$ cat src/rtl/assert_macros.svh
// assertion macros for the rtl files, included by the top level
`ifndef ASSERT_MACROS_SVH
`define ASSERT_MACROS_SVH

// property checked on every clock edge outside reset
`define MPBF_ASSERT(label, prop, msg) \
	label: assert property (@(posedge clk) disable iff (!arst_n) (prop)) \
		else $error(msg);

// implication with the consequent in the next cycle
`define MPBF_ASSERT_NEXT(label, ante, cons, msg) \
	label: assert property (@(posedge clk) disable iff (!arst_n) (ante) |=> (cons)) \
		else $error(msg);

`endif

$ cat src/rtl/mpbf_ram.sv
// simple dual port synchronous ram, registered read
`timescale 1ns / 1ps

module mpbf_ram #(
	parameter int DEPTH = 16,
	parameter int WIDTH = 8,
	localparam int AW   = (DEPTH > 1) ? $clog2(DEPTH) : 1
) (
	input  logic             clk,
	input  logic             wr_en,
	input  logic [AW-1:0]    wr_addr,
	input  logic [WIDTH-1:0] wr_data,
	input  logic             rd_en,
	input  logic [AW-1:0]    rd_addr,
	output logic [WIDTH-1:0] rd_data
);

	logic [WIDTH-1:0] mem [DEPTH];

	always_ff @(posedge clk) begin
		if (wr_en) begin
			mem[wr_addr] <= wr_data;
		end
	end

	always_ff @(posedge clk) begin
		if (rd_en) begin
			rd_data <= mem[rd_addr];
		end
	end

endmodule

$ cat config.mk
export PLATFORM = sky130hd
export DESIGN_NAME = mpbf_ram
export DESIGN_NICKNAME = d
export VERILOG_FILES = /design/src/rtl/assert_macros.svh /design/src/rtl/mpbf_ram.sv
export SDC_FILE = /design/constraint.sdc
export NUM_CORES = 1
export LEC_CHECK = 0
export BUFFER_PORTS_ARGS = -buffer_cell sky130_fd_sc_hd__buf_2
export CORE_AREA = 2 2 99 101
export CTS_BUF_LIST = sky130_fd_sc_hd__clkbuf_8
export CTS_CLUSTER_DIAMETER = 200
export DETAILED_ROUTE_END_ITERATION = 8
export DIE_AREA = 0 0 101 103
export PLACE_DENSITY = 0.77
export SYNTH_ARGS = -nofsm -noshare
export SYNTH_HDL_FRONTEND = slang
export SYNTH_SLANG_ARGS = --single-unit
export TNS_END_PERCENT = 5
$ cat constraint.sdc
create_clock -name clk -period 1.7 [get_ports clk]
set_input_delay 0.255 -clock clk [delete_from_list [all_inputs] [get_ports clk]]
set_output_delay 0.255 -clock clk [all_outputs]
set_load 0.01 [all_outputs]
### Word level (Yosys, flattened, before mapping)

Memory sizes are Yosys's and may differ from the RTL's. A register that Yosys moved wholly into a read port is not among the register bits.
Cells that the tools add are included.

| operators by class | value |
|---|---|
| muxes and demuxes | 2 |

Operators by type and width:

| kind | number |
|---|---|
| 1-bit 2-to-1 mux | 2 |

| word-level totals | value |
|---|---|
| bits in registers | 0 |
| RAM bits | 128 |
| output and inout port bits | 8 |
| memories | 1 |

Memory list:

| memory | depth | width | read ports | clocked after Yosys merged registers in | wr ports | RTL line | source |
|---|---|---|---|---|---|---|---|
| mem | 16 | 8 | 1 | 1 | 1 | mpbf_ram.sv:18 | `logic [WIDTH-1:0] mem [DEPTH];` |

### Depth between registers and ports, before layout

Gate-level depths: netlist of the first run.

| logic depth | value |
|---|---|
| word-level depth | 2 |
| mapped depth | 5 |
| mapped depth without buffers | 3 |

### Worst setup path before layout of the first run

OpenSTA, ideal clock, no wires.

| timing path | value |
|---|---|
| path type | input port to flip-flop |
| from | in wr_addr[2] |
| to | mem mem[0][0], enable pin |
| library setup time | 383 ps |
| data arrival time | 1365 ps |
| required time | 1317 ps |
| setup slack | -48 ps |
| cell stages on the path | 2 |
| path buffers | 0 |
| cells stage by stage | or3b_2 nor3_1 |

RTL lines:

| what | RTL line | source |
|---|---|---|
| from (decl) | mpbf_ram.sv:11 | `input logic [AW-1:0] wr_addr,` |
| to (decl) | mpbf_ram.sv:18 |  |

No word-level cell before the write port.

==> metrics.txt, run 1 <==
status completed; final instance area 0.00608 mm^2; clock slew at reported path FFs 0.08 ns; row count 36; antenna violations before repair 0; cts repair resizes 0; Synth area leader edfxtp_1; die extent in y 103 um; final setup vio count 0; Worst setup SP type register; Tmin final 1.52 ns; post-detail-place hpwl 6280 um; via count 2535; syn_nets 248; fmax 657 MHz; commonest non-fill, non-tap cell in the layout edfxtp_1; WP buf/inv 0; Die X 101 um; Yosys warnings 0; Pint 5.51 mW; Tcrit/Tclk final 89.5%; # diodes 0; syn_area_per_cell 22.8 um^2; total die area 0.0104 mm^2; H-tree depth 4; critical path type register to register; port bufs 26; Area contributors post-synth edfxtp_1 78%, mux4_2 7.8%, mux4_1 7.0%; CP peak stage delay 0.50 ns; critical path required time 1.88 ns; WHS Path Cells 1; cell-by-cell trace of the critical path mux4_1, a22oi_1, nand2_1; Root Buffer clkbuf_8; num ports 27; sequential area share after synthesis 78.1%; CTS max path bufs 2; Pwr Density 1140 mW/mm^2; Post-synth EDFFs 136; Placed Area 0.00567 mm^2; clock share of power 40.0%; DR iter-0 viols 165; slowest cell on the critical path mux4_1; area of the core 0.00946 mm^2; Reg2Reg Setup Slack 0.18 ns; Slew @ Worst Pin 0.371 ns; WHS 0.203 ns; CTS buffer count 17; Initial Util 55.3%; hold buffers post-CTS 0; R2R Path End rd_data[3]; Most used DFF post-synth edfxtp_1; Sw Share 20.4%; Area Overhead vs Synth 16.3%; drt wl/cell 22.9 um; overall global routing resource usage 20.5%; HP Class primary input to register; drt via density 6.08; most frequent cells in the layout 136 x edfxtp_1, 26 x buf_2, 25 x buf_4; worst-case clock skew 0.00862 ns; Final #Nets 311; largest net degree at the start of global routing 33; Setup crit end rd_data[3]; routability congestion estimate 0.786; RSZ-0062 raised after global routing false; Hold Vio Cnt, Final 0; Crit path max-delay family multiplexers; relative slew slack 75.3%; worst vdd ir 665 uV; Clock Latency Late Sink 0.43 ns; crit-path max FO 1; CTS tree built; Flop pwr share 54.8%; Residual DRC 0; Comb power frac 5.3%; switching pwr 1.41 mW; first-pass GRT wire length 14700 um; post-synthesis cell type count 18; Final Max Slew Viols 0; Synth Instances 229; Fill cells 603; Routed WL 9560 um; crit path launch mem[11][3]; layout cells sized above 1 34.0%; Initial DRT Pass Iterations 5; Pleak 2.08 nW; crit end category register; total grt overflow 0; post-synth top area share 78.1%; via count of the first global-routing pass 2503; antenna-violating nets left 0; FF-to-FF path depth 3; WP data arrival 1.70 ns; worst r2r src mem[11][3]; ys async rst share 0%; max cap viols 0; CTS Sinks 136; number of stages on the worst setup path 3; synthesis-stage register bit count 136; Post CTS Setup Buffer Count 0; Post-Synthesis Cell Area 0.00523 mm^2
==> worst reg2reg max path, stage by stage (launching register included) <==
cell	delay (ns)
edfxtp_1	0.38
mux4_1	0.50
a22oi_1	0.30
nand2_1	0.09
==> Yosys cell counts, types with 2 or more instances <==
master           instances
a22oi_1                 16
mux4_1                  14
nor3_1                   4
buf_2                    3
clkdlybuf4s25_2          3
nand3b_1                 2
edfxtp_1               136
nor2_1                  13
nand2b_1                 2
nand2_1                  9
mux4_2                  18
buf_6                    3
==> logic make-up (layout without fill, tap and decap cells) <==
logic type / count (synthesis) / after routing / share of synthesized area [%]
compound gates: 16 / 16 / 2.30
flops: 136 / 136 / 78.1
simple gates: 35 / 35 / 3.14
buf+inv: 10 / 84 / 1.65
mux: 32 / 32 / 14.8
==> registers in the layout, summed over array words and instances (netlist names) <==
signal,flops
mem,128
rd_data,8
==> worst min path at each step <==
stage,endpoint,from,slack [ns]
finish,rd_data[2],rd_en,0.20
global route,rd_data[2],rd_en,0.19
CTS,rd_data[2],rd_en,0.18
detailed placement,rd_data[2],rd_en,0.64
global placement,rd_data[0],rd_en,0.64
floorplan,mem[0][0],wr_data[0],0.35
==> per-layer routing <==
metal / vias to the layer above / wire length (um) / track usage [%]
met3: 18 / 644 / 5.42
met5: - / 0 / 0
li1: 1104 / - / -
met4: 0 / 168 / 7.28
met2: 113 / 4760 / 31.4
met1: 1300 / 3980 / 29.3
==> layout make-up <==
type | instances | area (um^2) | area share (%)
clock buffer | 17 | 234 | 3.85
clock inverter | 13 | 180 | 2.96
multi-input combinational | 83 | 1060 | 17.5
sequential | 136 | 4080 | 67.2
tap | 114 | 143 | 2.35
timing repair buffer | 54 | 378 | 6.21
==> through the flow <==
stage	TNS (ns)	setup WS, ns	total power, mW	util [%]	std cells
after floorplan	0	0.163	4.06	-	229
after global placement	-0.361	-0.116	4.22	59.9	387
after detailed placement	-0.496	-0.164	4.24	59.9	387
after CTS	0	0.155	6.97	64.3	417
after global routing	0	0.0847	7.13	64.3	417
final	0	0.178	6.92	64.3	417
==> power by group through the flow <==
stage / Sequential [mW] / Combinational (mW) / Clock (mW)
final: 3.79 / 0.363 / 2.77
after floorplan: 3.87 / 0.191 / 0
after CTS: 3.79 / 0.368 / 2.80
after global routing: 3.80 / 0.394 / 2.94
after global placement: 3.86 / 0.354 / 0
after detailed placement: 3.87 / 0.367 / 0
Note: power is estimated with default switching activity, not from simulation.
==> run 2: changes to the inputs <==
--- a/config.mk
+++ b/config.mk
@@ -6,12 +6,12 @@
 export NUM_CORES = 1
 export LEC_CHECK = 0
 export BUFFER_PORTS_ARGS = -buffer_cell sky130_fd_sc_hd__buf_2
-export CORE_AREA = 2 2 99 101
+export CORE_AREA = 2 2 118 86
 export CTS_BUF_LIST = sky130_fd_sc_hd__clkbuf_8
 export CTS_CLUSTER_DIAMETER = 200
 export DETAILED_ROUTE_END_ITERATION = 8
-export DIE_AREA = 0 0 101 103
-export PLACE_DENSITY = 0.77
+export DIE_AREA = 0 0 120 88
+export PLACE_DENSITY = 0.76
 export SYNTH_ARGS = -nofsm -noshare
 export SYNTH_HDL_FRONTEND = slang
 export SYNTH_SLANG_ARGS = --single-unit
==> metrics.txt, run 2 (same netlist as run 1, synthesis figures left out) <==
antenna violations before repair 0 (unchanged); CTS tree built; via count of the first global-routing pass 2511 (+0.32%); fmax 661 MHz (+0.66%); total grt overflow 0 (unchanged); Area Overhead vs Synth 14.0%; Pwr Density 1070 mW/mm^2 (-5.9%); Root Buffer clkbuf_8; drt via density 5.76 (-5.2%); via count 2449 (-3.4%); num ports 27 (unchanged); HP Class primary input to register; CTS buffer count 17 (unchanged); clock slew at reported path FFs 0.07 ns (about the same); total die area 0.0106 mm^2 (+1.5%); overall global routing resource usage 20.6% (+0.053 points); Pleak 2.00 nW (-3.5%); CTS max path bufs 2 (unchanged); max cap viols 0 (unchanged); Layout Utilization 63.2% (-1.0 points); Residual DRC 0 (unchanged); most frequent cells in the layout 136 x edfxtp_1, 26 x buf_2, 18 x mux4_2, 18 x buf_4, 17 x clkbuf_8; area of the core 0.00942 mm^2 (-0.40%); max reg flops 128 (unchanged); Initial Util 55.5% (+0.22 points); crit-path max FO 1 (unchanged); Final Max Slew Viols 0 (unchanged); routability congestion estimate 0.712 (-9.4%); relative slew slack 73.5% (-1.8 points); layout cells sized above 1 31.0% (-3.0 points); hold buffers post-CTS 0 (unchanged); Tcrit/Tclk final 88.9% (-0.58 points); first-pass GRT wire length 14700 um (-0.19%); post-route setup TNS 0 ns (unchanged); Tmin final 1.51 ns (-0.00994 ns); WP data arrival 1.69 ns (about the same); port bufs 26 (unchanged); Largest regs mem (128), rd_data (8); row count 30 (-17%); Worst setup SP type register; RSZ-0062 raised after global routing false; cts repair resizes 0 (unchanged); Die X 120 um (+19%); FF-to-FF path depth 3 (unchanged); CTS Sinks 136 (unchanged); DR iter-0 viols 267 (+62%); antenna-violating nets left 0 (unchanged); largest net degree at the start of global routing 33 (unchanged); Clock Latency Late Sink 0.43 ns (about the same); die extent in y 88 um (-15%); status completed; Pwr Total 6.38 mW (-7.8%); Final #Nets 304 (-2.3%); final setup vio count 0 (unchanged); critical path required time 1.88 ns (about the same); worst-case clock skew 0.00803 ns (-0.000584 ns); commonest non-fill, non-tap cell in the layout edfxtp_1; Slew @ Worst Pin 0.397 ns (+0.0264 ns); Routed WL 9730 um (+1.8%); crit end category register; drt wl/cell 22.9 um (-0.11%); Initial DRT Pass Iterations 4 (-1); # diodes 0 (unchanged); worst vdd ir 814 uV (+22%); H-tree depth 4 (unchanged); WHS Path Cells 1 (unchanged); critical path type register to register; Hold Vio Cnt, Final 0 (unchanged); most flop-heavy register mem; Post CTS Setup Buffer Count 0 (unchanged)
==> run 2: cell types whose count changed in the layout (fill, tap and decap cells not counted) <==
cell	before	now
bufinv_16	4	1
buf_4	25	18
inv_1	0	1
inv_6	1	0
clkinv_4	2	0
clkinv_1	1	5
clkinv_2	3	5
==> run 2: path summary, 6_finish.rpt <==
| kind | from | end | slack, ns |
|---|---|---|---|
| min | rd_en | rd_data[1] | 0.19 |
| min reg2reg | mem[7][7] | rd_data[7] | 0.75 |
| max reg2reg | mem[1][2] | rd_data[2] | 0.19 |
| max | mem[1][2] | rd_data[2] | 0.19 |
==> run 2: critical path, stage by stage, from the launching register on <==
cell and delay [ns]:
edfxtp_1 0.36, mux4_1 0.52, a22oi_1 0.30, nand2_1 0.09
==> run 2: power breakdown <==
part	switching (mW)	internal, mW	total, mW	leakage (nW)
sequential	0.0196	3.78	3.79	1.24
clock	1.13	1.10	2.23	0.169
combinational	0.205	0.154	0.360	0.599
total	1.35	5.03	6.38	2.00
==> run 2: metrics by stage <==
stage / area [um^2] / hold WS, ns / instances / setup slack, ns
CTS: 5960 / 0.165 / 425 / 0.200
detailed placement: 5630 / 0.628 / 394 / -0.110
global route: 5960 / 0.171 / 425 / 0.136
global placement: 5630 / 0.633 / 394 / -0.117
floorplan: 5230 / 0.354 / 229 / 0.163
finish: 5960 / 0.189 / 425 / 0.188
==> run 2: cell type report <==
type,count,area [um^2]
Multi-Input combinational cell,83,1060
Clock inverter,14,92.6
Tap cell,128,160
Timing Repair Buffer,47,325
Fill cell,651,3460
Sequential cell,136,4080
Clock buffer,17,234
==> run 2: metal layers <==
metal  global-route usage (%)  wire [um]  vias up
li1                         -          -     1089
met1                     29.9       4170     1244
met2                     29.4       4430      107
met3                     7.29        997        9
met4                     7.38        133        0
met5                        0          0        -
