[config.mk]
export PLATFORM = sky130hd
export DESIGN_NAME = mpbf_active
export DESIGN_NICKNAME = d
export VERILOG_FILES = /design/src/rtl/assert_macros.svh /design/src/rtl/mpbf_pkg.sv /design/src/rtl/mpbf_active.sv
export SDC_FILE = /design/constraint.sdc
export NUM_CORES = 1
export LEC_CHECK = 0
export ABC_CLOCK_PERIOD_IN_PS = 2800
export BUFFER_PORTS_ARGS = -buffer_cell sky130_fd_sc_hd__buf_4
export CAP_MARGIN = 10
export CORE_MARGIN = 4
export CORE_UTILIZATION = 50
export CTS_CLUSTER_DIAMETER = 80
export DETAILED_ROUTE_END_ITERATION = 12
export GPL_TIMING_DRIVEN = 1
export PLACE_DENSITY_LB_ADDON = 0.15
export SYNTH_ARGS = -nofsm -noshare
export SYNTH_HDL_FRONTEND = slang
export SYNTH_SLANG_ARGS = --single-unit
[constraint.sdc]
create_clock -name clk -period 2.8 [get_ports clk]
set_clock_uncertainty 0.1 [all_clocks]
set_input_delay 0.14 -clock clk [delete_from_list [all_inputs] [get_ports clk]]
set_output_delay 0.14 -clock clk [all_outputs]
set_load 0.005 [all_outputs]
[src/rtl/assert_macros.svh]
// assertion macros for the rtl files, included by the top level
`ifndef ASSERT_MACROS_SVH
`define ASSERT_MACROS_SVH

// property checked on every clock edge outside reset
`define MPBF_ASSERT(label, prop, msg) \
	label: assert property (@(posedge clk) disable iff (!arst_n) (prop)) \
		else $error(msg);

// implication with the consequent in the next cycle
`define MPBF_ASSERT_NEXT(label, ante, cons, msg) \
	label: assert property (@(posedge clk) disable iff (!arst_n) (ante) |=> (cons)) \
		else $error(msg);

`endif

[src/rtl/mpbf_pkg.sv]
// types, codes and defaults for the multi pipe byte fifo
`timescale 1ns / 1ps

package mpbf_pkg;

	localparam int NUM_PIPES_DEF  = 16;
	localparam int PIPE_DEPTH_DEF = 256;

	typedef logic [1:0] req_kind_t;
	localparam req_kind_t REQ_CREATE = 2'd0;
	localparam req_kind_t REQ_WRITE  = 2'd1;
	localparam req_kind_t REQ_READ   = 2'd2;

	typedef logic [1:0] status_t;
	localparam status_t ST_OK      = 2'd0;
	localparam status_t ST_NO_PIPE = 2'd1;
	localparam status_t ST_BLOCKED = 2'd2;

	localparam logic [15:0] MOVED_SAT = 16'hFFFF;

	typedef struct packed {
		logic [1:0] req_type;
		logic [5:0] pipe_fd;
		logic [7:0] write_byte;
		logic       burst_end;
	} req_t;

	typedef struct packed {
		logic [1:0]  status;
		logic [7:0]  read_byte;
		logic [4:0]  new_read_fd;
		logic [4:0]  new_write_fd;
		logic [15:0] moved_count;
	} rsp_t;

endpackage

[src/rtl/mpbf_active.sv]
// active pipe flags with lowest free pipe search
`timescale 1ns / 1ps

module mpbf_active #(
	parameter int NUM_PIPES = mpbf_pkg::NUM_PIPES_DEF,
	localparam int PIPE_W   = (NUM_PIPES > 1) ? $clog2(NUM_PIPES) : 1
) (
	input  logic              clk,
	input  logic              arst_n,
	input  logic [PIPE_W-1:0] look_idx,
	output logic              look_active,
	output logic              free_found,
	output logic [PIPE_W-1:0] free_idx,
	input  logic              set_en
);

	logic [NUM_PIPES-1:0] active_q;

	assign look_active = active_q[look_idx];

	// lowest inactive pipe
	always_comb begin
		free_found = 1'b0;
		free_idx   = '0;
		for (int i = NUM_PIPES - 1; i >= 0; i--) begin
			if (!active_q[i]) begin
				free_found = 1'b1;
				free_idx   = PIPE_W'(i);
			end
		end
	end

	always_ff @(posedge clk or negedge arst_n) begin
		if (!arst_n) begin
			active_q <= '0;
		end else if (set_en && free_found) begin
			active_q[free_idx] <= 1'b1;
		end
	end

endmodule

# Word-level counts from Yosys, hierarchy flattened
# Index checks and enable logic that the tools add are counted.
# totals
out_inout_bits	6
in_bits	7
ff_bits	16
elab_cells	43
# classes
n_mux	36
magnitude_cmp	3
reduce_logical	2
n_bitwise	1
# op_table
cell	count
4-bit 2-to-1 mux	16
1-bit 2-to-1 mux	18
16-bit bitwise OR	1
4-bit by 5-bit < comparator with 1-bit output, second input constant	2
1-bit binary-select mux with 4-bit select	1
1-bit demux with 4-bit select	1
4-bit by 1-bit greater-or-equal comparator with 1-bit output, second input constant	1
1-bit logical AND	2

# Logic depth before layout (Yosys ltp)
# Gate-level depths: netlist of the first run.
# logic_depth
ltp_word	21
ltp_mapped	6

# Worst setup path before layout of the first run
# OpenSTA, ideal clock, no wires.
# synth_path
path_kind	register to output
start	register active_q[5]
end	output look_active
slack_ns	1.211
path_stages_with_launch	3
required_time_ns	2.560
arrival_ns	1.349
path_cell_list	dfrtp_1 > mux4_1 > mux4_2
# synth_via
elab_chain_cells	2
# synth_rtl
item	line_no	rtl
from (decl)	mpbf_active.sv:17	logic [NUM_PIPES-1:0] active_q;
from (signal assigned)	mpbf_active.sv:35	active_q <= '0;
from (signal, indexed assignment)	mpbf_active.sv:37	active_q[free_idx] <= 1'b1;
1-bit binary-select mux with 4-bit select	mpbf_active.sv:19	assign look_active = active_q[look_idx];
1-bit 2-to-1 mux (not written as such)	mpbf_active.sv:19	
to (decl)	mpbf_active.sv:11	output logic look_active,
# No other way between the ends. The select of a mux whose other input is x is not followed.

# Worst setup path in the final report of the first run
# layout_path
start	register active_q[0]
end	output look_active
# Same word-level chain as after synthesis.

==> results.sh, run 1 <==
export IMPL_status="completed"
export IMPL_post_cts_buffers=0
export IMPL_place_area_um2=977
export IMPL_fin_hold_ws_ns=0.128
export IMPL_num_vias=750
export IMPL_ir_worst_vdd_uv=723
export IMPL_place_ws_ns=1.03
export IMPL_worstSetupStartpointType="flip-flop"
export IMPL_seqCellArea_um2=400
export IMPL_slowest_stage="dfrtp_1"
export IMPL_crit_start="active_q[0]$_DFFE_PN0P_"
export IMPL_cts_tree="yes"
export IMPL_powerDensity_mw_per_mm2=1090
export IMPL_synth_top_area_frac=0.462
export IMPL_path_clk_slew_ns=0.10
export IMPL_synthTopCellsByCount="dfrtp_1, nand2_1, a31o_2, mux4_2, nand4_1"
export IMPL_fin_area_mm2=0.00103
export IMPL_clkSinkCount=16
export IMPL_period_needed_ns=2.10
export IMPL_syn_avg_cell_area_um2=11.3
export IMPL_htreeDepth=1
export IMPL_syn_num_nets=84
export IMPL_fin_crit_sh=0.750
export IMPL_top_regs="active_q: 16 flops"
export IMPL_fin_ws_ns=0.701
export IMPL_rrSetupSlack_ns=1.03
export IMPL_cap_violations=0
export IMPL_layout_cells_non_filler=111
export IMPL_syn_area_um2=867
export IMPL_largest_reg_flops=16
export IMPL_synth_distinct_cells=31
export IMPL_fillCellCount=129
export IMPL_synth_top_family_by_area="compound AO/OA/AOI/OAI gates"
export IMPL_drc_errors=0
export IMPL_synth_most_common_cell="dfrtp_1"
export IMPL_drt_iter0_markers=34
export IMPL_wl_um=1990
export IMPL_cpMostUsedCell="mux4_2"
export IMPL_track_usage=0.178
export IMPL_synth_simple_area_share=0.188
export IMPL_rsz0062_at_grt="no"
export IMPL_via_per_inst=6.76
export IMPL_top_register="active_q"
export IMPL_initial_core_util=0.550
export IMPL_max_freq_mhz=476
export IMPL_hp_class="in -> async"
export IMPL_clock_latency_ns=0.29
export IMPL_fin_nets=103
export IMPL_boundaryPins=13
export IMPL_gp_congestion=0.879
export IMPL_cts_max_path_buffers=2
export IMPL_die_width_um=49.6
export IMPL_critical_path_peak_fanout=8
export IMPL_synth_warnings=0
export IMPL_wl_per_cell_um=18.0
export IMPL_crit_chain="mux4_2, mux4_2, buf_4"
export IMPL_drive_above_1_share=0.316
export IMPL_drv_slew=0
export IMPL_die_h_um=49.6
export IMPL_utilization=0.656
export IMPL_synthToLayoutAreaGrowth_pct=19.2
export IMPL_die_area_mm2=0.00246
export IMPL_yosysSeqAreaShare=0.462
export IMPL_cts_buffers=3
export IMPL_synth_fa_ha_area_frac=0
export IMPL_slew_headroom=0.718
export IMPL_grt_pass1_vias=711
export IMPL_critPathMaxStageDelay_ns=0.49
export IMPL_power_mw=1.13
export IMPL_grt_max_degree=17
export IMPL_synth_area_leaders="dfrtp_1, mux4_2, nand2_1, a31o_2, mux4_1"
export IMPL_hold_viol=0
export IMPL_finalSetupTns_ns=0
export IMPL_synth_seq_cells=16
export IMPL_drtPass1Iterations=4
export IMPL_synthMuxAreaShare=0.134
export IMPL_core_region_area_mm2=0.00158
export IMPL_antenna_found_initial=0
export IMPL_cp_end_kind="primary output"
export IMPL_yosysTopAreaCell="dfrtp_1"
export IMPL_hpwl_um=1440
export IMPL_rr_endpoint="active_q[9]$_DFFE_PN0P_"
export IMPL_path_class="reg -> out"
export IMPL_critPathArrivalTime_ns=1.86
export IMPL_port_buffer_count=12
export IMPL_ant_nets=0
export IMPL_synth_xor_area_frac=0
export IMPL_grt_remaining_overflow=0
export IMPL_r2r_start="active_q[15]$_DFFE_PN0P_"
export IMPL_ys_flop_type="dfrtp_1"
export IMPL_rows=14
export IMPL_worstRegToRegCells=6
export IMPL_crit_end="look_active"
export IMPL_grt_pass1_wl_um=3330
export IMPL_cts_root_buf="clkbuf_4"
export IMPL_synthArstFlopShare=1.00
export IMPL_multi_input_area_um2=455
export IMPL_placedCellCount=105
export IMPL_synth_compound_area_frac=0.203
export IMPL_worstMarginPinSlew_ns=0.421
export IMPL_synth_edf_count=0
export IMPL_synthCells=77
export IMPL_required_ns=2.56
export IMPL_antennaDiodeCount=0
export IMPL_power_leakage_nw=0.460
export IMPL_setup_violations=0
## critical path, delay by kind of cell (launching register included)
kind	cells	cell delay [ns]
muxes	2	0.94
buffers and inverters	1	0.15
DFF	1	0.49
## where the power goes
part / leakage, nW / total, mW / switching, mW / internal [mW]
Clock: 0.0210 / 0.160 / 0.0811 / 0.0792
Sequential: 0.148 / 0.340 / 0.0633 / 0.277
Combinational: 0.291 / 0.627 / 0.319 / 0.308
Total: 0.460 / 1.13 / 0.463 / 0.664
## cells in the final DEF (no fill, tap or decap), drive strengths merged, types with 3 or more instances in the layout
master / instances
buf: 12
nand4: 4
o21bai: 3
clkbuf: 4
nand2: 12
nor2: 3
o21ai: 3
dfrtp: 16
a31o: 4
inv: 3
mux4: 5
a21o: 3
## worst min path at each step
stage | cells past startpoint | to | start
2_1_floorplan | 0 | active_q[0]$_DFFE_PN0P_ | arst_n
4_1_cts | 2 | active_q[3]$_DFFE_PN0P_ | arst_n
3_3_place_gp | 1 | active_q[3]$_DFFE_PN0P_ | arst_n
5_1_grt | 2 | active_q[3]$_DFFE_PN0P_ | arst_n
6_report | 2 | active_q[4]$_DFFE_PN0P_ | arst_n
3_5_place_dp | 1 | active_q[3]$_DFFE_PN0P_ | arst_n
## final cells by class
type,instances,area share
multi-input combinational,58,0.441
sequential,16,0.387
timing repair buffer,14,0.107
clock buffer,4,0.0351
tap,16,0.0194
inverter,3,0.0109
## cell families (layout without fill, tap and decap cells)
| family | count (synthesis) | after routing |
|---|---|---|
| multiplexers | 5 | 5 |
| AND/OR/NAND/NOR | 31 | 31 |
| flip-flops | 16 | 16 |
| buffers and inverters | 3 | 21 |
| AO/OA/AOI/OAI | 22 | 22 |
## timing repair
item                                    in CTS  in global routing
resized for setup                            0                  0
hold buffers                                 2                  0
endpoints found under the setup margin       0                  0
hold endpoints to repair                    18                  0
## metal layers
layer	GRT usage	up-vias	routed length, µm
met2	0.282	41	917
li1	-	338	-
met4	0.0737	0	37
met3	0.0422	7	200
met1	0.232	364	837
met5	0	-	0
Power figures use the tool's default switching activity.
==> inputs of run 2 (changes only) <==
Settings changed: ABC_CLOCK_PERIOD_IN_PS 2800 to 1900, CORE_UTILIZATION 50 to 49.
Clock period 2.8 ns to 1.9 ns, I/O delays scaled along.
==> results.sh, run 2 (synthesis results as in run 1) <==
export IMPL_cts_tree="yes"
export IMPL_antennaDiodeCount=0
export IMPL_place_area_um2=995
export IMPL_die_width_um=50.1
export IMPL_cap_violations=0
export IMPL_wl_per_cell_um=17.2
export IMPL_status="finished, violations left"
export IMPL_initial_core_util=0.544
export IMPL_critPathMaxStageDelay_ns=0.47
export IMPL_die_area_mm2=0.00251
export IMPL_utilization=0.778
export IMPL_hp_class="in -> async"
export IMPL_top_regs="active_q: 16 flops"
export IMPL_cts_buffers=3
export IMPL_drt_iter0_markers=53
export IMPL_ir_worst_vdd_uv=1150
export IMPL_critPathArrivalTime_ns=1.81
export IMPL_gp_congestion=0.791
export IMPL_htreeDepth=1
export IMPL_worstSetupStartpointType="flip-flop"
export IMPL_fin_nets=123
export IMPL_fin_area_mm2=0.00124
export IMPL_clkSinkCount=16
export IMPL_cp_end_kind="primary output"
export IMPL_slew_headroom=0.750
export IMPL_pwr_share_seq=0.232
export IMPL_path_clk_slew_ns=0.09
export IMPL_track_usage=0.192
export IMPL_die_h_um=50.1
export IMPL_layout_common_cells="buf_4, dfrtp_1, nand2_1"
export IMPL_top_register="active_q"
export IMPL_largest_reg_flops=16
export IMPL_core_region_area_mm2=0.00159
export IMPL_cpMostUsedCell="mux4_2"
export IMPL_critical_path_peak_fanout=5
export IMPL_hold_viol=0
export IMPL_violations="setup timing"
export IMPL_place_ws_ns=0.176
export IMPL_drtPass1Iterations=4
export IMPL_rows=14
export IMPL_drc_errors=0
export IMPL_drive_above_1_share=0.513
export IMPL_max_freq_mhz=499
export IMPL_synthToLayoutAreaGrowth_pct=43.0
export IMPL_combPwrFrac=0.657
export IMPL_grt_pass1_wl_um=3570
export IMPL_via_per_inst=6.01
export IMPL_period_needed_ns=2.00
export IMPL_power_leakage_nw=0.559
export IMPL_p_switching_mw=0.787
export IMPL_required_ns=1.70
export IMPL_setup_violations=1
export IMPL_drv_slew=0
export IMPL_clock_latency_ns=0.29
export IMPL_path_class="reg -> out"
export IMPL_slowest_stage="mux4_2"
export IMPL_cts_max_path_buffers=2
export IMPL_cts_root_buf="clkbuf_4"
export IMPL_ant_nets=0
export IMPL_grt_remaining_overflow=0
export IMPL_swShare=0.391
export IMPL_finalSetupTns_ns=-0.104
export IMPL_boundaryPins=13
export IMPL_num_vias=835
export IMPL_fin_ws_ns=-0.104
export IMPL_clockPowerShare=0.112
export IMPL_hpwl_um=1450
export IMPL_powerDensity_mw_per_mm2=1620
export IMPL_port_buffer_count=12
export IMPL_grt_pass1_vias=760
export IMPL_grt_max_degree=17
export IMPL_fin_crit_sh=1.05
export IMPL_antenna_found_initial=0
export IMPL_final_common_cell="buf_4"
export IMPL_worstMarginPinSlew_ns=0.370
export IMPL_wl_um=2390
export IMPL_power_internal_mw=1.22
export IMPL_crit_chain="mux4_2, mux4_2, buf_6"
export IMPL_rsz0062_at_grt="yes"
==> run 2: routing by layer <==
layer	vias to the layer above	wire length (µm)	track usage
li1	376	-	-
met1	400	964	0.269
met2	47	1140	0.289
met3	12	222	0.0633
met4	0	60	0.0369
met5	-	0	0
==> run 2: final timing paths <==
path                                          startpoint                       end  slack [ns]  depth (start not counted)
worst min-delay path                              arst_n   active_q[1]$_DFFE_PN0P_        0.08                          2
worst max-delay path             active_q[2]$_DFFE_PN0P_               look_active       -0.10                          3
max in group asynchronous                         arst_n   active_q[5]$_DFFE_PN0P_        1.42                          2
worst min register to register  active_q[14]$_DFFE_PN0P_  active_q[14]$_DFFE_PN0P_        0.43                          1
worst max register to register   active_q[5]$_DFFE_PN0P_   active_q[8]$_DFFE_PN0P_        0.12                          7
min in group clk                active_q[14]$_DFFE_PN0P_  active_q[14]$_DFFE_PN0P_        0.43                          1
==> run 2: area by class of cell <==
cell class              count  area [µm²]
multi-input cells          58         479
flip-flops and latches     16         404
fillers                   107         354
repair buffers             34         279
clock buffers               4        36.3
well taps                  24        30.0
inverters                   3        11.3
==> run 2: critical path, delay by kind of cell (launching register included) <==
family / cells / cell delay [ns]
multiplexers: 2 / 0.94
buffers and inverters: 1 / 0.13
flip-flops: 1 / 0.45
==> run 2: through the flow <==
| step | std cells | total power [mW] | hold WS [ns] |
|---|---|---|---|
| final | 139 | 2.01 | 0.0839 |
| after global routing | 139 | 2.14 | 0.0851 |
| after CTS | 132 | 1.79 | 0.0898 |
| after detailed placement | 114 | 1.43 | -0.134 |
| after global placement | 114 | 1.43 | -0.135 |
| after floorplan | 77 | 1.07 | -0.301 |
==> run 2: repair_timing <==
action	4_1_cts	5_1_grt
endpoints found under the hold margin	19	0
pin swaps	1	4
gates resized for setup	4	10
setup buffers	12	7
hold buffers	2	0
endpoints found under the setup margin	2	3
==> run 2: power groups by stage <==
stage | Clock (mW) | Sequential [mW] | Combinational [mW]
finish | 0.224 | 0.465 | 1.32
detailed placement | 0 | 0.500 | 0.930
CTS | 0.229 | 0.460 | 1.10
global placement | 0 | 0.497 | 0.928
floorplan | 0 | 0.476 | 0.591
global route | 0.246 | 0.474 | 1.42
